===== src/rtl/buffered_two_way_row_partition_assert.svh =====
// Assertion macros shared by the row partition RTL.
// Each macro expects clk and rst_n in the scope where it is used.
`ifndef BUFFERED_TWO_WAY_ROW_PARTITION_ASSERT_SVH
`define BUFFERED_TWO_WAY_ROW_PARTITION_ASSERT_SVH

// Condition holds at every clock edge outside reset.
`define BRP_ASSERT_ALWAYS(label, cond, msg) \
    label: assert property (@(posedge clk) disable iff (!rst_n) (cond)) \
        else $error(msg);

// Consequent holds in the same cycle as the antecedent.
`define BRP_ASSERT_SAME(label, ante, cons, msg) \
    label: assert property (@(posedge clk) disable iff (!rst_n) (ante) |-> (cons)) \
        else $error(msg);

// Consequent holds in the cycle after the antecedent.
`define BRP_ASSERT_NEXT(label, ante, cons, msg) \
    label: assert property (@(posedge clk) disable iff (!rst_n) (ante) |=> (cons)) \
        else $error(msg);

`endif


===== src/rtl/brp_pkg.sv =====
// Package for the buffered two-way row partition: row layout, buffer
// geometry, control structs and sequencer states. No dependencies.
package brp_pkg;

    localparam int WORD_W     = 32;
    localparam int DISC_W     = 7;
    localparam int SIDE_SLOTS = 32;
    localparam int IDX_W      = $clog2(SIDE_SLOTS);
    localparam int ADDR_W     = IDX_W + 1;
    localparam int CNT_W      = IDX_W + 1;
    localparam int APB_ADDR_W = 2;

    typedef logic [IDX_W-1:0]      idx_t;
    typedef logic [ADDR_W-1:0]     addr_t;
    typedef logic [CNT_W-1:0]      cnt_t;
    typedef logic [APB_ADDR_W-1:0] apb_addr_t;
    typedef logic [WORD_W-1:0]     word_t;

    // Register byte addresses
    localparam apb_addr_t REG_MATCH_BRAND = 2'd0;

    typedef struct packed {
        word_t             brand;
        word_t             container;
        word_t             quantity;
        word_t             price;
        logic [DISC_W-1:0] discount;
    } row_t;

    typedef enum logic [1:0] {
        ST_IDLE,
        ST_ISSUE,
        ST_LOAD
    } state_t;

    typedef struct packed {
        logic  wr_en;
        addr_t wr_addr;
        logic  rd_en;
        addr_t rd_addr;
    } mem_ctl_t;

    typedef struct packed {
        logic load;
        logic last;
        logic from_match;
    } out_ctl_t;

endpackage


===== src/rtl/brp_cfg_regs.sv =====
// APB-style register file holding the match brand.
// Depends on brp_pkg.
module brp_cfg_regs (
    input  logic               clk,
    input  logic               rst_n,
    input  logic               psel,
    input  logic               penable,
    input  logic               pwrite,
    input  brp_pkg::apb_addr_t paddr,
    input  brp_pkg::word_t     pwdata,
    output brp_pkg::word_t     prdata,
    output logic               pready,
    output brp_pkg::word_t     match_brand
);
    import brp_pkg::*;

    word_t match_brand_reg;
    word_t match_brand_next;
    logic  wr_hit;

    assign pready = 1'b1;
    assign wr_hit = psel && penable && pwrite && (paddr == REG_MATCH_BRAND);

    always_comb
    begin
        match_brand_next = wr_hit ? pwdata : match_brand_reg;
    end

    always_ff @(posedge clk or negedge rst_n)
    begin
        if (!rst_n)
        begin
            match_brand_reg <= '0;
        end
        else
        begin
            match_brand_reg <= match_brand_next;
        end
    end

    always_comb
    begin
        unique case (paddr)
            REG_MATCH_BRAND: prdata = match_brand_reg;
            default:         prdata = '0;
        endcase
    end

    assign match_brand = match_brand_reg;

endmodule


===== config.mk =====
export PLATFORM = sky130hd
export DESIGN_NAME = brp_cfg_regs
export DESIGN_NICKNAME = d
export VERILOG_FILES = /design/src/rtl/buffered_two_way_row_partition_assert.svh /design/src/rtl/brp_pkg.sv /design/src/rtl/brp_cfg_regs.sv
export SDC_FILE = /design/constraint.sdc
export NUM_CORES = 1
export LEC_CHECK = 0
export BUFFER_PORTS_ARGS = -buffer_cell sky130_fd_sc_hd__buf_4
export CAP_MARGIN = 20
export CORE_AREA = 2 2 48 84
export DETAILED_ROUTE_END_ITERATION = 8
export DIE_AREA = 0 0 50 86
export PLACE_DENSITY = 0.8
export SETUP_SLACK_MARGIN = 0.5
export SKIP_CTS_REPAIR_TIMING = 1
export SLEW_MARGIN = 20
export SYNTH_ARGS = -nofsm -noshare
export SYNTH_HDL_FRONTEND = slang
export SYNTH_SLANG_ARGS = --single-unit

===== constraint.sdc =====
create_clock -name clk -period 1.7 [get_ports clk]
set_input_delay 0.17 -clock clk [delete_from_list [all_inputs] [get_ports clk]]
set_output_delay 0.17 -clock clk [all_outputs]
set_load 0.05 [all_outputs]

==> key figures <==
Worst setup path
  • Worst r2r src: match_brand[11]
  • Critical setup path kind: reg2out
  • Crit-path max cell delay: 0.40 ns
  • Crit path max fanout: 3
  • Worst Path Required: 1.53 ns
  • Nature of the critical path startpoint: flip-flop
  • Crit end category: output pin
  • Worst setup path start: match_brand[30]
  • CP Data Arrival Time: 1.04 ns
  • Crit-path cells: and2_2 -> buf_4
  • Slowest CP cell: dfrtp_1

Pwr
  • Clock Power Share: 18.5%
  • Net switching power: 1.57 mW
  • Internal: 2.27 mW
  • Combinational power share: 53.6%
  • Cell Pwr Density: 1300 nW/µm²
  • Leak: 1.53 nW
  • VDD IR max: 1.11 mV
  • Sw frac: 40.9%
  • Seq pwr share: 27.9%

Layout
  • Final #Nets: 284
  • # diodes: 0
  • Final Core Density: 82.0%
  • Fill cells: 205
  • Max FFs per register: 32
  • Cell Count, Final, Fillers Out: 292
  • Area delta synth->final: 85.7%
  • Layout cell share with drive strength beyond 1: 85.8%
  • Design area: 2940 µm²

Timing
  • FMAX: 825 MHz
  • RSZ-0062 raised after global routing: yes
  • Tmin final: 1.21 ns
  • Worst setup margin: 0.487 ns
  • Setup TNS Final: 0 ns
  • Worst Clk Skew: 0 ns
  • Tcrit/Tclk final: 71.3%
  • Hold Vio Cnt, Final: 0
  • Final setup vio count: 0
  • Slew Limit Fails: 0

Detailed routing
  • Detail Route Antenna Nets: 0
  • Vias: 1332
  • Routed WL per cell: 16.0 µm
  • Vias per cell: 4.56
  • Initial DRC Count: 13
  • Final wirelength: 4660 µm
  • DR pass1 iterations: 4
  • DRC viols: 0

Clocking
  • Inserted Clock Buffers: 5
  • Bufs on Longest Clock Path: 2
  • Clk root buf: clkbuf_8
  • Reg clk slew, reported paths: 0.07 ns
  • Clk Latency, worst-skew pair: 0.28 ns
  • CTS tree: built
  • Max H-tree Level: 2
  • Clock Sinks: 32

Global route
  • Vias in the first global route: 1239
  • Grt met3 use: 4.36%
  • GR Layer Usage met1: 20.9%
  • GRT busiest layer: met2
  • GRT Util Overall: 19.6%
  • Antenna violations before repair: 0
  • Largest net degree at the start of global routing: 33
  • First-pass GRT wire length: 6240 µm
  • Grt met2 use: 35.2%
  • GRT overflow: 0

Yosys
  • Syn Inst Count: 107
  • Leading area contributor after synthesis: dfrtp_1
  • Synth Warn #: 0
  • Cell variety after synth: 12
  • Synthesized Nets: 146
  • Ranking of synthesized cells by area: dfrtp_1 51%, mux2_4 28%, and2_1 12%
  • Area share of the largest cell type after synthesis: 50.5%
  • Sequential-to-total area share from yosys stat: 50.5%
  • #FFs+latches synth: 32
  • Post-Synthesis Cell Area: 1590 µm²
  • Synth Area per Inst: 14.8 µm²

Placed design
  • Post-place instance area: 2420 µm²
  • Post-Place Worst Slack: 0.280 ns
  • IO Port Bufs: 102
  • Placed Instances: 251
  • Routability Congestion: 0.715
  • DP HPWL: 3120 µm

Floorplanning
  • Initial core utilization: 44.1%
  • Core Region: 3590 µm²
  • Die W: 50 µm
  • Row count: 29
  • Io pins: 104
  • Die Height: 86 µm
  • Die Area: 4300 µm²

Worst hold path
  • Hold_sp: pwdata[31]
  • Worst min path class: in2reg

Run
  • Max_cap viols: 0

Status
  • Outcome: completed
==> placed cells by master, fill, tap and decap left out <==
cell	instances
bufinv_16	1
clkbuf_1	1
mux2_2	2
buf_12	2
dfrtp_1	32
buf_8	12
and2_4	12
conb_1	1
buf_6	17
mux2_4	30
dlygate4sd3_1	1
and2_2	20
nor2_4	1
and4_2	1
clkbuf_8	5
clkinv_2	1
buf_4	107
==> cells in the mapped netlist <==
library cell and count:
buf_12 3, and2_2 2, and2_1 30, buf_4 1
conb_1 1, and4_1 1, clkbuf_1 3, mux2_2 2
mux2_4 30, nor2_2 1, buf_6 1, dfrtp_1 32
==> power by group through the flow <==
stage          sequential (mW)  combinational (mW)  clock (mW)
6_report                  1.07                2.06       0.711
5_1_grt                   1.09                2.13       0.754
4_1_cts                   1.09                1.70       0.727
3_5_place_dp              1.10                1.70           0
3_3_place_gp              1.08                1.67           0
2_1_floorplan             1.69               0.551           0
==> final timing paths <==
path                              endpoint  slack [ns]  cells past startpoint
setup / recovery                prdata[30]        0.49                      2
hold / removal             match_brand[31]        0.11                      2
setup reg to reg           match_brand[11]        0.78                      2
hold reg to reg            match_brand[26]        0.53                      1
max in group asynchronous  match_brand[24]        1.04                      2
min in group asynchronous   match_brand[4]        0.36                      2
==> per-layer routing <==
metal	part of all wire (%)	wire length, µm
met3	4.9	226
met2	56	2600
met1	36	1690
met4	3.0	140
met5	0	0
==> kinds of logic (layout without fill, tap and decap cells) <==
group                  after synthesis  in the layout  synth area share [%]
AND/OR/NAND/NOR                     34             34                  13.7
multiplexers                        32             32                  29.8
flip-flops                          32             32                  50.5
buffers and inverters                8            147                  5.68
other                                1              1                 0.237
==> worst max-delay path, delay by kind of cell (launching register included) <==
kind                   cells  cell delay [ns]
DFF                        1             0.40
and+or+nand+nor            1             0.18
buffers and inverters      1             0.18
==> per-stage QoR <==
step | total power, mW | hold WS [ns]
CTS | 3.51 | -0.180
detailed placement | 2.79 | 0.130
finish | 3.84 | 0.112
global placement | 2.76 | 0.118
global route | 3.97 | 0.108
floorplan | 2.25 | -0.126
==> area by class of cell <==
| cell class | instances | area (µm²) | area share [%] |
|---|---|---|---|
| clock inverters | 2 | 35.0 | 1.19 |
| well taps | 46 | 57.6 | 1.95 |
| multi-input cells | 67 | 753 | 25.6 |
| clock buffers | 6 | 72.6 | 2.46 |
| flip-flops and latches | 32 | 801 | 27.2 |
| repair buffers | 139 | 1220 | 41.6 |
Note: power is estimated with default switching activity, not from simulation.
