**src/rtl/buffered_two_way_row_partition_assert.svh**
```systemverilog
// Assertion macros shared by the row partition RTL.
// Each macro expects clk and rst_n in the scope where it is used.
`ifndef BUFFERED_TWO_WAY_ROW_PARTITION_ASSERT_SVH
`define BUFFERED_TWO_WAY_ROW_PARTITION_ASSERT_SVH

// Condition holds at every clock edge outside reset.
`define BRP_ASSERT_ALWAYS(label, cond, msg) \
    label: assert property (@(posedge clk) disable iff (!rst_n) (cond)) \
        else $error(msg);

// Consequent holds in the same cycle as the antecedent.
`define BRP_ASSERT_SAME(label, ante, cons, msg) \
    label: assert property (@(posedge clk) disable iff (!rst_n) (ante) |-> (cons)) \
        else $error(msg);

// Consequent holds in the cycle after the antecedent.
`define BRP_ASSERT_NEXT(label, ante, cons, msg) \
    label: assert property (@(posedge clk) disable iff (!rst_n) (ante) |=> (cons)) \
        else $error(msg);

`endif

```
**src/rtl/brp_pkg.sv**
```systemverilog
// Package for the buffered two-way row partition: row layout, buffer
// geometry, control structs and sequencer states. No dependencies.
package brp_pkg;

    localparam int WORD_W     = 32;
    localparam int DISC_W     = 7;
    localparam int SIDE_SLOTS = 32;
    localparam int IDX_W      = $clog2(SIDE_SLOTS);
    localparam int ADDR_W     = IDX_W + 1;
    localparam int CNT_W      = IDX_W + 1;
    localparam int APB_ADDR_W = 2;

    typedef logic [IDX_W-1:0]      idx_t;
    typedef logic [ADDR_W-1:0]     addr_t;
    typedef logic [CNT_W-1:0]      cnt_t;
    typedef logic [APB_ADDR_W-1:0] apb_addr_t;
    typedef logic [WORD_W-1:0]     word_t;

    // Register byte addresses
    localparam apb_addr_t REG_MATCH_BRAND = 2'd0;

    typedef struct packed {
        word_t             brand;
        word_t             container;
        word_t             quantity;
        word_t             price;
        logic [DISC_W-1:0] discount;
    } row_t;

    typedef enum logic [1:0] {
        ST_IDLE,
        ST_ISSUE,
        ST_LOAD
    } state_t;

    typedef struct packed {
        logic  wr_en;
        addr_t wr_addr;
        logic  rd_en;
        addr_t rd_addr;
    } mem_ctl_t;

    typedef struct packed {
        logic load;
        logic last;
        logic from_match;
    } out_ctl_t;

endpackage

```
**src/rtl/brp_drain_seq.sv**
```systemverilog
// Sequencer: routes each row to a buffer slot, keeps the fill counts and
// walks the drain plan one row at a time. Depends on brp_pkg and the assert header.
`include "buffered_two_way_row_partition_assert.svh"

module brp_drain_seq #(
    parameter int GROUP_BUFFER_ROWS = 32
) (
    input  logic              clk,
    input  logic              rst_n,
    input  logic              in_valid,
    output logic              in_ready,
    input  brp_pkg::word_t    in_brand,
    input  logic              in_chunk_end,
    input  brp_pkg::word_t    match_brand,
    input  logic              out_free,
    output brp_pkg::mem_ctl_t mem_ctl,
    output brp_pkg::out_ctl_t out_ctl
);
    import brp_pkg::*;

    localparam cnt_t CAP = cnt_t'(GROUP_BUFFER_ROWS);

    state_t state_reg, state_next;
    idx_t   idx_reg, idx_next;
    cnt_t   match_fill_reg, match_fill_next;
    cnt_t   other_fill_reg, other_fill_next;
    logic   first_match_reg, first_match_next;
    cnt_t   first_cnt_reg, first_cnt_next;
    cnt_t   second_cnt_reg, second_cnt_next;
    logic   in_second_reg, in_second_next;

    logic   accept;
    logic   hit;
    cnt_t   mine_fill;
    cnt_t   fill_new;
    logic   full;
    cnt_t   mc, oc;
    logic   p_first_match;
    cnt_t   p_first_cnt;
    cnt_t   p_second_cnt;
    logic   cur_match;
    cnt_t   cur_cnt;
    cnt_t   idx_ext;
    logic   seg_done;
    logic   more;

    assign accept    = in_valid && (state_reg == ST_IDLE);
    assign hit       = (in_brand == match_brand);
    assign mine_fill = hit ? match_fill_reg : other_fill_reg;
    assign fill_new  = mine_fill + cnt_t'(1);
    assign full      = (fill_new >= CAP);
    assign mc        = hit ? fill_new : match_fill_reg;
    assign oc        = hit ? other_fill_reg : fill_new;

    assign cur_match = in_second_reg ? !first_match_reg : first_match_reg;
    assign cur_cnt   = in_second_reg ? second_cnt_reg : first_cnt_reg;
    assign idx_ext   = {1'b0, idx_reg};
    assign seg_done  = (idx_ext + cnt_t'(1)) == cur_cnt;
    assign more      = !in_second_reg && (second_cnt_reg != '0);

    // Drain plan: at most two runs, the second from the opposite buffer
    always_comb
    begin
        p_first_match = hit;
        p_first_cnt   = '0;
        p_second_cnt  = '0;
        if (full)
        begin
            p_first_cnt  = CAP;
            p_second_cnt = in_chunk_end ? (hit ? other_fill_reg : match_fill_reg) : '0;
        end
        else if (in_chunk_end)
        begin
            if (mc != '0)
            begin
                p_first_match = 1'b1;
                p_first_cnt   = mc;
                p_second_cnt  = oc;
            end
            else
            begin
                p_first_match = 1'b0;
                p_first_cnt   = oc;
            end
        end
    end

    // Next state
    always_comb
    begin
        state_next = state_reg;
        unique case (state_reg)
            ST_IDLE:
            begin
                if (accept && (p_first_cnt != '0))
                begin
                    state_next = ST_ISSUE;
                end
            end
            ST_ISSUE:
            begin
                if (out_free)
                begin
                    state_next = ST_LOAD;
                end
            end
            ST_LOAD:
            begin
                state_next = (seg_done && !more) ? ST_IDLE : ST_ISSUE;
            end
            default: state_next = ST_IDLE;
        endcase
    end

    // Datapath registers
    always_comb
    begin
        idx_next         = idx_reg;
        match_fill_next  = match_fill_reg;
        other_fill_next  = other_fill_reg;
        first_match_next = first_match_reg;
        first_cnt_next   = first_cnt_reg;
        second_cnt_next  = second_cnt_reg;
        in_second_next   = in_second_reg;
        if (accept)
        begin
            idx_next         = '0;
            in_second_next   = 1'b0;
            first_match_next = p_first_match;
            first_cnt_next   = p_first_cnt;
            second_cnt_next  = p_second_cnt;
            if (hit)
            begin
                match_fill_next = full ? '0 : fill_new;
            end
            else
            begin
                other_fill_next = full ? '0 : fill_new;
            end
            if (in_chunk_end)
            begin
                match_fill_next = '0;
                other_fill_next = '0;
            end
        end
        else if (state_reg == ST_LOAD)
        begin
            if (seg_done)
            begin
                idx_next       = '0;
                in_second_next = 1'b1;
            end
            else
            begin
                idx_next = idx_reg + idx_t'(1);
            end
        end
    end

    always_ff @(posedge clk or negedge rst_n)
    begin
        if (!rst_n)
        begin
            state_reg       <= ST_IDLE;
            idx_reg         <= '0;
            match_fill_reg  <= '0;
            other_fill_reg  <= '0;
            first_match_reg <= 1'b0;
            first_cnt_reg   <= '0;
            second_cnt_reg  <= '0;
            in_second_reg   <= 1'b0;
        end
        else
        begin
            state_reg       <= state_next;
            idx_reg         <= idx_next;
            match_fill_reg  <= match_fill_next;
            other_fill_reg  <= other_fill_next;
            first_match_reg <= first_match_next;
            first_cnt_reg   <= first_cnt_next;
            second_cnt_reg  <= second_cnt_next;
            in_second_reg   <= in_second_next;
        end
    end

    // Outputs
    always_comb
    begin
        in_ready           = (state_reg == ST_IDLE);
        mem_ctl.wr_en      = accept;
        mem_ctl.wr_addr    = {!hit, mine_fill[IDX_W-1:0]};
        mem_ctl.rd_en      = (state_reg == ST_ISSUE) && out_free;
        mem_ctl.rd_addr    = {!cur_match, idx_reg};
        out_ctl.load       = (state_reg == ST_LOAD);
        out_ctl.last       = seg_done && !more;
        out_ctl.from_match = cur_match;
    end

    `BRP_ASSERT_ALWAYS(a_match_fill_below_cap, match_fill_reg < CAP, "match fill reached capacity")
    `BRP_ASSERT_ALWAYS(a_other_fill_below_cap, other_fill_reg < CAP, "other fill reached capacity")
    `BRP_ASSERT_SAME(a_idx_in_run, state_reg == ST_LOAD, idx_ext < cur_cnt, "drain index past run")

endmodule

```
**config.mk**
```make
export PLATFORM = sky130hd
export DESIGN_NAME = brp_drain_seq
export DESIGN_NICKNAME = d
export VERILOG_FILES = /design/src/rtl/brp_pkg.sv /design/src/rtl/brp_drain_seq.sv
export VERILOG_INCLUDE_DIRS = /design/src /design/src/rtl
export SDC_FILE = /design/constraint.sdc
export NUM_CORES = 1
export LEC_CHECK = 0
export BUFFER_PORTS_ARGS = -buffer_cell sky130_fd_sc_hd__buf_2
export CORE_UTILIZATION = 51
export CTS_CLUSTER_SIZE = 28
export DETAILED_ROUTE_END_ITERATION = 16
export GPL_TIMING_DRIVEN = 0
export HOLD_SLACK_MARGIN = 0.12
export PLACE_DENSITY = 0.8
export SLEW_MARGIN = 10
export SYNTH_ARGS = -nofsm -noshare
export SYNTH_HDL_FRONTEND = slang
export SYNTH_SLANG_ARGS = --single-unit
```
**constraint.sdc**
```tcl
create_clock -name clk -period 3.4 [get_ports clk]
set_input_delay 0.34 -clock clk [delete_from_list [all_inputs] [get_ports clk]]
set_output_delay 0.34 -clock clk [all_outputs]
set_load 0.01 [all_outputs]
```
==> results by group, run 1 <==
Yosys
  – Post-synth EDFFs: 0
  – Post-Synth Adder-Cell Area: less than 1%
  – Net count after synthesis: slightly below 400
  – Top cells by count, synth: nand2_1, xor2_1, dfrtp_1
  – Post-synthesis async set-or-reset flop share: 100%
  – Largest family of logic cells by synthesized area: simple AND/OR/NAND/NOR gates
  – Synthesis Warnings: 0
  – Top post-synthesis cells by area: dfrtp_1, xor2_1, nand2_1
  – Sequential element share of the synthesized area: between 30% and 40%
  – Count of unique library cells instantiated by Yosys: 51
  – Mapped Cells: about 320
  – Ys flop type: dfrtp_1
  – Most common cell in the synthesized netlist: nand2_1
  – Largest area contributor in the netlist: dfrtp_1
  – Synth Area in Simple Gates: 21.8%
  – Top cell type's share of synthesized area: between 30% and 40%
  – Post-Synth XOR/XNOR Area: 18.2%
  – Synthesized flop and latch total: 33
  – Syn_area_per_cell: roughly 8.3 sq um
  – Synthesized area: 2650 sq um
  – Synth Area in Compound Gates: between 15 and 20%
  – Post-synthesis mux area share: approximately 5.6%

Floorplan
  – DIE WIDTH: around 74 um
  – Ports: 87
  – Core area: a little under 5000 sq um
  – Die area: 5480 sq um
  – Row count: 25
  – Die extent in y: between 70 and 80 um
  – Initial Util: ~55%

STA
  – Period utilisation layout: slightly below 100%
  – Slew headroom: 49.5%
  – Clock Skew: between 5 and 6 ps
  – RSZ-0062 raised after global routing: yes
  – Clock period minus worst slack: about 3300 ps
  – Fmax: slightly above 300 MHz
  – Fin. Hold Viols: 0
  – Final setup fails: 0
  – Final Max Slew Viols: 0
  – Setup_tns: 0 ps
  – Slew @ Worst Pin: 758 ps

Clock network
  – Skew-Pair Late Insertion Delay: around 290 ps
  – Root cell of the clock tree: clkbuf_8
  – Clock-pin slew on the worst setup and hold paths: about 70 ps
  – # clock sinks: 33
  – H-tree Lvls: 2
  – CTS tree: built
  – CTS buffer count: 5
  – Clock Path Buffers: 2

Worst setup path
  – CP max stage delay: approximately 420 ps
  – Crit-path most repeated cell: nand2_4
  – WP buf/inv: 2
  – Kind of end point of the critical path: register
  – Worst flop-to-flop path startpoint: match_fill_reg[0]$_DFFE_PN0P_
  – Critical Path End: state_reg[0]$_DFFE_PN0P_
  – Cell family with most CP delay: simple AND/OR/NAND/NOR gates
  – Critical path type: input pin to register
  – Flop-to-flop setup slack: ~400 ps
  – CP Cell Sequence: buf_2, xor2_1, nor4_2, nand4_1, nor2_2, buf_6, nand2_4, nand2_4, ha_4, nor3_4, a31oi_2, nor3b_2, nor3_2, a2111oi_4, or2_4, a41o_1, o311a_1, or4_4
  – WP depth: 18
  – Crit-path slowest cell: or4_4
  – Critical path fanouts, max: 4
  – Crit path DAT: ~3400 ps
  – Crit path required time: approximately 3600 ps
  – Reg2reg path depth: 9
  – Reg2reg end: state_reg[0]$_DFFE_PN0P_
  – Setup crit start kind: input pin
  – Setup crit start: match_brand[27]

Run
  – Max-Cap Viols: 0

Place
  – # port buffers: 86
  – HPWL after DPL: just over 5000 um
  – Post-placement cell count: about 470
  – Routability cong.: slightly below 0.9

Layout
  – Layout cells sized above 1: approximately 32%
  – Post-route insts no fill: ~480
  – Diodes inserted: 0
  – Synth-to-Final Area Change: 30.1%
  – Fin nets: 488

Detailed routing
  – Total Wirelength: between 6000 and 7000 um
  – DR iter-0 viols: 155
  – Final ANT Viol Nets: 0
  – DR vias: roughly 2.7k
  – DRC: 0
  – Pre-antenna DRT Iters: 4
  – Routed length per placed instance: 14.4 um
  – Routed vias/inst: approximately 5.5

Min path
  – Min-delay worst type: input pin to async pin

Global route
  – Vias in the first global route: around 2.6k
  – Initial antenna violation count: 0
  – Largest net degree at the start of global routing: 34
  – First-pass GRT wire length: around 11000 um
  – Grt ovf: 0
  – Gr usage total: around 28%

Power
  – Pwr Density: approximately 530 nW/um^2
  – VDD IR-drop max: 0.305 mV
  – Leakage: around 1.6 nW

Run status
  – Outcome: complete, no violations
[worst min path at each step]
| stage | from | to | cells past startpoint |
|---|---|---|---|
| 3_3_place_gp | rst_n | in_second_reg$_DFFE_PN0P_ | 1 |
| 2_1_floorplan | rst_n | first_cnt_reg[0]$_DFFE_PN0P_ | 0 |
| 6_report | rst_n | state_reg[1]$_DFFE_PN0P_ | 1 |
| 5_1_grt | rst_n | state_reg[1]$_DFFE_PN0P_ | 1 |
| 3_5_place_dp | rst_n | state_reg[1]$_DFFE_PN0P_ | 1 |
| 4_1_cts | rst_n | state_reg[0]$_DFFE_PN0P_ | 1 |
[metal layers]
layer / vias up / GRT usage [%] / share of wire, % / wire length (um)
li1: 1306 / - / - / -
met1: 1258 / 32.2 / 41 / 2840
met2: 89 / 49.0 / 52 / 3660
met3: 11 / 5.56 / 5.4 / 380
met4: 0 / 12.0 / 1.6 / 112
met5: - / 0 / 0 / 0
[timing repair]
item / in CTS / in global routing
gates resized for setup: 8 / 12
pin swaps: 7 / 13
hold buffers: 0 / 0
endpoints found under the setup margin: 14 / 14
setup buffers: 8 / 1
[cells by family (layout without fill, tap and decap cells)]
kind of cell | after synthesis | after routing
compound gates | 67 | 67
xor+xnor | 55 | 55
fa+ha+maj | 2 | 2
buf+inv | 28 | 126
flops | 33 | 33
mux | 14 | 14
simple gates | 120 | 120
[metrics by stage]
step                worst slack, ps  power [mW]  cell area [sq um]  hold slack, ps  utilization (%)
floorplan                      -258        1.18               2730            44.4                -
global placement               -976        1.43               3250             435             67.0
detailed placement             -975        1.45               3250             442             67.0
CTS                            -178        1.77               3390             131             70.0
global route                  -51.1        1.96               3440             169             71.0
finish                          134        1.83               3440             120             71.0
[report_power, final]
group / internal [mW] / switching, mW / leakage, nW
Clock: 0.161 / 0.140 / 0.0443
Combinational: 0.428 / 0.521 / 1.16
Sequential: 0.487 / 0.0903 / 0.445
Total: 1.08 / 0.751 / 1.65
[cell usage in the layout (no fill, tap or decap), drive strengths merged, types with 3 or more instances in the layout]
cell	count
nand3	9
buf	102
nand2	47
nor2b	4
o21a	3
xor2	44
nand4	4
inv	7
o21ai	23
clkbuf	17
a22o	3
xnor2	11
nor3	4
mux2	3
and2	4
nor2	22
mux2i	11
o31ai	11
a21o	4
a21oi	5
or3	4
dfrtp	33
nor4	9
nand2b	6
[cell type report]
| type | instances | area (sq um) |
|---|---|---|
| Buffer | 17 | 82.6 |
| Clock buffer | 7 | 86.3 |
| Fill cell | 382 | 1410 |
| Inverter | 7 | 26.3 |
| Multi-Input combinational cell | 258 | 1830 |
| Sequential cell | 33 | 826 |
| Tap cell | 67 | 83.8 |
| Timing Repair Buffer | 95 | 504 |
Power figures use the tool's default switching activity.
==> inputs of run 2 (changes only) <==
--- a/config.mk
+++ b/config.mk
@@ -6,13 +6,14 @@
 export SDC_FILE = /design/constraint.sdc
 export NUM_CORES = 1
 export LEC_CHECK = 0
+export ABC_AREA = 1
 export BUFFER_PORTS_ARGS = -buffer_cell sky130_fd_sc_hd__buf_2
-export CORE_UTILIZATION = 51
+export CORE_UTILIZATION = 52
 export CTS_CLUSTER_SIZE = 28
 export DETAILED_ROUTE_END_ITERATION = 16
 export GPL_TIMING_DRIVEN = 0
 export HOLD_SLACK_MARGIN = 0.12
-export PLACE_DENSITY = 0.8
+export PLACE_DENSITY = 0.82
 export SLEW_MARGIN = 10
 export SYNTH_ARGS = -nofsm -noshare
 export SYNTH_HDL_FRONTEND = slang
==> run 2 against run 1 <==
  * Non-clock buffer count decreased by 18
  * Critical path type unchanged
  * Sequential cell count unchanged
  * First-iteration DRC count decreased by 13%
  * Cell area decreased by 4.6%
  * Cell count increased by 15%
  * Critical endpoint unchanged
==> results by group, run 2 <==
Clock network
  – Clock-pin slew on the worst setup and hold paths: around 70 ps
  – Post-CTS Setup Inserts: 0
  – H-tree Lvls: 2
  – CTS buffer count: 5
  – # clock sinks: 33
  – CTS tree: built
  – Skew-Pair Late Insertion Delay: 300 ps
  – Clock Path Buffers: 2
  – Cts repair resizes: 0
  – Hold-fix buffers, CTS: 0
  – Root cell of the clock tree: clkbuf_8

Yosys
  – Largest area contributor in the netlist: dfrtp_1
  – Net count after synthesis: ~470
  – Top post-synthesis cells by area: dfrtp_1, nand2_1, xnor2_1
  – Ys flop type: dfrtp_1
  – Synthesized area: approximately 2700 sq um
  – Post-Synth XOR/XNOR Area: 11.4%
  – Post-synthesis async set-or-reset flop share: 100%
  – Post-synthesis mux area share: 0%
  – Post-Synth Adder-Cell Area: 0.932%
  – Synthesized flop and latch total: 33
  – Top cell type's share of synthesized area: 30.7%
  – Count of unique library cells instantiated by Yosys: 35
  – Post-synth EDFFs: 0
  – Syn_area_per_cell: between 6 and 7 sq um
  – Top cells by count, synth: nand2_1, inv_1, dfrtp_1
  – Synth Area in Simple Gates: roughly 36%
  – Mapped Cells: 394
  – Synthesis Warnings: 0
  – Sequential element share of the synthesized area: 30.7%
  – Most common cell in the synthesized netlist: nand2_1
  – Largest family of logic cells by synthesized area: simple AND/OR/NAND/NOR gates
  – Synth Area in Compound Gates: a little under an eighth

Detailed routing
  – DR vias: about 2.8k
  – Final ANT Viol Nets: 0
  – DR iter-0 viols: roughly 140
  – Routed length per placed instance: around 12 um
  – Pre-antenna DRT Iters: 5
  – DRC: 0
  – Routed vias/inst: roughly 5.0
  – Total Wirelength: approximately 6500 um

Global route
  – Gr usage total: between 20% and 30%
  – Initial antenna violation count: 0
  – Grt ovf: 0
  – First-pass GRT wire length: around 11000 um
  – Largest net degree at the start of global routing: 34
  – Vias in the first global route: around 2.6k

Floorplan
  – Die area: 5460 sq um
  – Initial Util: between 50 and 60%
  – Core area: 4850 sq um
  – Ports: 87
  – Row count: 25
  – DIE WIDTH: ~74 um
  – Die extent in y: between 70 and 80 um

Power
  – Clock Power Share: between 10% and 20%
  – Combinational power share: about half
  – Psw: about 0.76 mW
  – Pwr Density: roughly 530 nW/um^2
  – Switching part of the total: 43.5%
  – Flop pwr share: between 30% and 40%
  – VDD IR-drop max: between 0.3 and 0.4 mV
  – P_int: ~1 mW
  – Leakage: between 1.5 and 2 nW

Worst setup path
  – Crit-path most repeated cell: nand2_1
  – Critical path fanouts, max: 9
  – CP Cell Sequence: buf_2, xnor2_1, nand2_1, nor2_1, nand2_1, nor2_4, nand2_4, nand2_1, nand2_2, ha_1, o21ai_0, nand2_1, nor2_1, nand2_2, nor2_8, nand2_2, nand3_1, nand2_1, nor2_1, nand3_1, nand2_1, nand2_1
  – Worst flop-to-flop path startpoint: match_fill_reg[0]$_DFFE_PN0P_
  – Flop-to-flop setup slack: approximately 920 ps
  – CP max stage delay: 370 ps
  – Kind of end point of the critical path: register
  – Reg2reg path depth: 15
  – Crit-path slowest cell: ha_1
  – Crit path required time: 3590 ps
  – Setup crit start kind: input pin
  – Critical path type: input pin to register
  – Reg2reg end: state_reg[0]$_DFFE_PN0P_
  – Crit path DAT: around 3200 ps

STA
  – RSZ-0062 raised after global routing: no
  – Slew @ Worst Pin: around 720 ps
  – Fmax: ~330 MHz
  – Clock period minus worst slack: between 3000 and 4000 ps
  – Final Max Slew Viols: 0
  – Clock Skew: 9.69 ps
  – Final setup fails: 0
  – Fin. Hold Viols: 0
  – Setup_tns: 0 ps
  – Period utilisation layout: between 80% and 90%
  – Slew headroom: 51.8%

Layout
  – Sequential Area: 826 sq um
  – Synth-to-Final Area Change: 22.2%
  – Fill count: 434
  – Layout cells sized above 1: a little over a quarter
  – Fin util: just under 70%
  – Multi-input gate area: 1610 sq um
  – Diodes inserted: 0
  – Fin nets: ~560
  – Post-route insts no fill: 555
  – Commonest non-fill, non-tap cell in the layout: nand2_1
  – Commonest non-fill, non-tap cells in the layout: nand2_1, buf_2, inv_1

Place
  – Routability cong.: roughly 0.93
  – HPWL after DPL: 5090 um
  – Post-placement cell count: around 550
  – # port buffers: 86

Run status
  – Outcome: complete, no violations

Min path
  – Min-delay worst type: input pin to async pin

Run
  – Max-Cap Viols: 0
-- run 2: metrics by stage --
stage | area (sq um) | worst slack (ps) | hold WS (ps) | power (mW)
after floorplan | 2690 | 696 | 44.4 | 1.20
after global placement | 3200 | 171 | 436 | 1.43
after detailed placement | 3200 | 136 | 439 | 1.45
after CTS | 3280 | 424 | 124 | 1.75
after global routing | 3280 | 103 | 173 | 1.89
final | 3280 | 386 | 99.6 | 1.75
-- run 2: power by group through the flow --
stage	Sequential, mW	Clock [mW]	Combinational (mW)
finish	0.586	0.295	0.874
global route	0.598	0.311	0.982
CTS	0.583	0.298	0.872
detailed placement	0.590	0	0.863
global placement	0.587	0	0.842
floorplan	0.575	0	0.629
-- run 2: worst max-delay path: cells and delay by family --
family	cells	cell delay [ps]
AO/OA/AOI/OAI	1	240
XOR/XNOR	1	160
adder cells (fa/ha/maj)	1	370
AND/OR/NAND/NOR	18	2000
buffers and inverters	1	100
-- run 2: cells by family (layout without fill, tap and decap cells) --
logic type / count (synthesis) / count (layout)
XOR/XNOR: 35 / 35
buffers and inverters: 61 / 155
AO/OA/AOI/OAI: 57 / 57
adder cells (fa/ha/maj): 2 / 2
AND/OR/NAND/NOR: 206 / 206
flip-flops: 33 / 33
-- run 2: how the worst max path moves through the flow --
stage / start / to / slack (ps) / cells past startpoint
final: match_brand[28] / state_reg[0]$_DFFE_PN0P_ / 390 / 22
after global routing: match_brand[0] / state_reg[0]$_DFFE_PN0P_ / 100 / 22
after floorplan: match_brand[20] / state_reg[0]$_DFFE_PN0P_ / 700 / 21
after detailed placement: match_brand[28] / state_reg[0]$_DFFE_PN0P_ / 140 / 22
after global placement: match_brand[28] / state_reg[0]$_DFFE_PN0P_ / 170 / 22
after CTS: match_brand[28] / state_reg[0]$_DFFE_PN0P_ / 420 / 22
-- run 2: metal layers --
layer	wire length, um	GRT usage [%]	up-vias
li1	-	-	1440
met1	2790	30.5	1255
met2	3340	47.1	65
met3	236	3.84	11
met4	98	7.26	0
met5	0	0	-
-- run 2: cell type report --
cell class | count | share of cell area [%]
plain buffers | 8 | 1.52
well taps | 67 | 2.55
inverters | 53 | 6.06
clock buffers | 6 | 2.21
flip-flops and latches | 33 | 25.2
clock inverters | 2 | 0.305
repair buffers | 86 | 13.1
multi-input cells | 300 | 49.1
==> inputs of run 3 (changes only) <==
==> constraint.sdc (replaced) <==
create_clock -name clk -period 3.4 [get_ports clk]
set_input_delay 1.02 -clock clk [delete_from_list [all_inputs] [get_ports clk]]
set_output_delay 1.02 -clock clk [all_outputs]
set_load 0.01 [all_outputs]
==> run 3 against run 2 <==
  * The flow now finishes with violations (setup timing)
  * Sequential cell count unchanged
  * Hold slack improved by 390 ps
  * Via count increased by 4.8%
  * Critical endpoint is now mem_ctl[8]
  * Clock power about the same
==> results by group, run 3 (synthesis gave the netlist of run 2 again) <==
Floorplan
  – DIE WIDTH: roughly 74 um
  – Row count: 25
  – Core area: a little under 5000 sq um
  – Die extent in y: roughly 74 um
  – Ports: slightly below 90
  – Die area: between 5000 and 6000 sq um
  – Initial Util: between 50% and 60%

Worst setup path
  – Kind of end point of the critical path: primary output
  – Flop-to-flop setup slack: about 1200 ps
  – CP max stage delay: about 190 ps
  – Reg2reg path depth: 17
  – Critical path fanouts, max: 5
  – CP Cell Sequence: buf_2, xnor2_1, nand2_1, nor2_1, nand2_1, nor2_4, buf_4, nand3_1, nand2_2, buf_4, buf_2
  – Crit path required time: 2380 ps
  – Reg2reg end: state_reg[0]$_DFFE_PN0P_
  – Crit-path slowest cell: buf_4
  – Crit path DAT: 2390 ps
  – Setup crit start kind: input pin
  – Worst flop-to-flop path startpoint: match_fill_reg[0]$_DFFE_PN0P_
  – Critical path type: input pin to primary output

Clock network
  – # clock sinks: 33
  – CTS tree: built
  – Root cell of the clock tree: clkbuf_8
  – Skew-Pair Late Insertion Delay: between 200 and 300 ps
  – Clock Path Buffers: 2
  – H-tree Lvls: 2
  – Clock-pin slew on the worst setup and hold paths: 70 ps
  – CTS buffer count: 5
  – Hold-fix buffers, CTS: 0

Run status
  – Failing checks: setup timing
  – Outcome: complete, but fails checks

Layout
  – Commonest non-fill, non-tap cell in the layout: nand2_1
  – Layout cells sized above 1: a little under a third
  – Synth-to-Final Area Change: 31.1%
  – Post-layout instance area: roughly 3500 sq um
  – Diodes inserted: 0
  – Fill count: between 300 and 400
  – Multi-input gate area: ~1700 sq um
  – Commonest non-fill, non-tap cells in the layout: nand2_1, buf_2, inv_1
  – Sequential Area: between 800 and 900 sq um
  – Fin util: slightly above 70%
  – Fin nets: 568

Detailed routing
  – Pre-antenna DRT Iters: 5
  – Final ANT Viol Nets: 0
  – Total Wirelength: around 7000 um
  – DRC: 0
  – DR iter-0 viols: 169
  – Routed vias/inst: slightly above 5
  – DR vias: ~2.9k
  – Routed length per placed instance: between 10 and 15 um

Min path
  – Hold Startpoint: first_cnt_reg[5]$_DFFE_PN0P_
  – Min-delay worst type: register to register
  – Worst hold path stage count: 2
  – WHS Endpoint: first_cnt_reg[5]$_DFFE_PN0P_

STA
  – RSZ-0062 raised after global routing: yes
  – Setup_tns: -13.7 ps
  – Final setup fails: 1
  – Setup WS post-layout: -13.7 ps
  – Fin. Hold Viols: 0
  – Clock Skew: 9.96 ps
  – Clock period minus worst slack: 3410 ps
  – Period utilisation layout: 100%
  – Slew @ Worst Pin: between 700 and 800 ps
  – Fmax: approximately 300 MHz
  – Slew headroom: 50.3%
  – Final Max Slew Viols: 0

Global route
  – First-pass GRT wire length: 10900 um
  – Grt ovf: 0
  – Initial antenna violation count: 0
  – Vias in the first global route: approximately 2.6k
  – Gr usage total: about a quarter
  – Largest net degree at the start of global routing: 34

Power
  – VDD IR-drop max: 0.356 mV
  – Pwr Density: 543 nW/um^2
  – Leakage: around 1.8 nW

Run
  – Max-Cap Viols: 0

Place
  – # port buffers: 86
  – HPWL after DPL: 5090 um
  – Routability cong.: 0.929
  – Placed cell area: about 3200 sq um
## run 3: worst max-delay path by stage
stage | from | slack [ps] | cells past startpoint | endpoint
2_1_floorplan | match_brand[20] | 20 | 21 | state_reg[0]$_DFFE_PN0P_
3_3_place_gp | match_brand[28] | -510 | 22 | state_reg[0]$_DFFE_PN0P_
3_5_place_dp | match_brand[28] | -540 | 22 | state_reg[0]$_DFFE_PN0P_
4_1_cts | match_brand[11] | 30 | 22 | state_reg[0]$_DFFE_PN0P_
5_1_grt | match_brand[28] | -140 | 24 | state_reg[0]$_DFFE_PN0P_
6_report | match_brand[20] | -10 | 11 | mem_ctl[8]
## run 3: what timing repair did
| action | CTS | global route |
|---|---|---|
| setup endpoints to repair | 10 | 16 |
| resized for setup | 4 | 21 |
| setup buffers | 2 | 10 |
| pin swaps | 2 | 11 |
## run 3: worst max-delay path: cells and delay by family
family / cells / cell delay [ps]
simple gates: 6 / 650
xor+xnor: 1 / 160
buf+inv: 4 / 580
## run 3: per-stage QoR
step / setup slack, ps / power, mW / instances / hold WS, ps
after floorplan: 16.1 / 1.20 / 394 / 444
final: -13.7 / 1.91 / 565 / 494
after detailed placement: -544 / 1.45 / 547 / 468
after global routing: -144 / 2.05 / 565 / 525
after global placement: -509 / 1.43 / 547 / 471
after CTS: 26.0 / 1.77 / 557 / 487
## run 3: where the power goes
part	internal, mW	total [mW]	leakage [nW]	switching (mW)
registers	0.510	0.598	0.432	0.0879
logic	0.439	1.02	1.33	0.577
clock network	0.142	0.296	0.0450	0.154
## run 3: cell type report
class	instances	area share (%)
plain buffers	6	1.21
clock buffers	6	2.06
clock inverters	2	0.284
inverters	53	5.65
multi-input cells	300	48.8
flip-flops and latches	33	23.5
well taps	67	2.38
repair buffers	98	16.1
## run 3: per-layer routing
metal	GRT usage [%]	wire (um)	part of all wire (%)	vias to the layer above
li1	-	-	-	1458
met1	31.1	2910	41	1312
met2	47.2	3770	53	109
met3	3.84	329	4.6	25
met4	7.48	160	2.2	0
met5	0	0	0	-
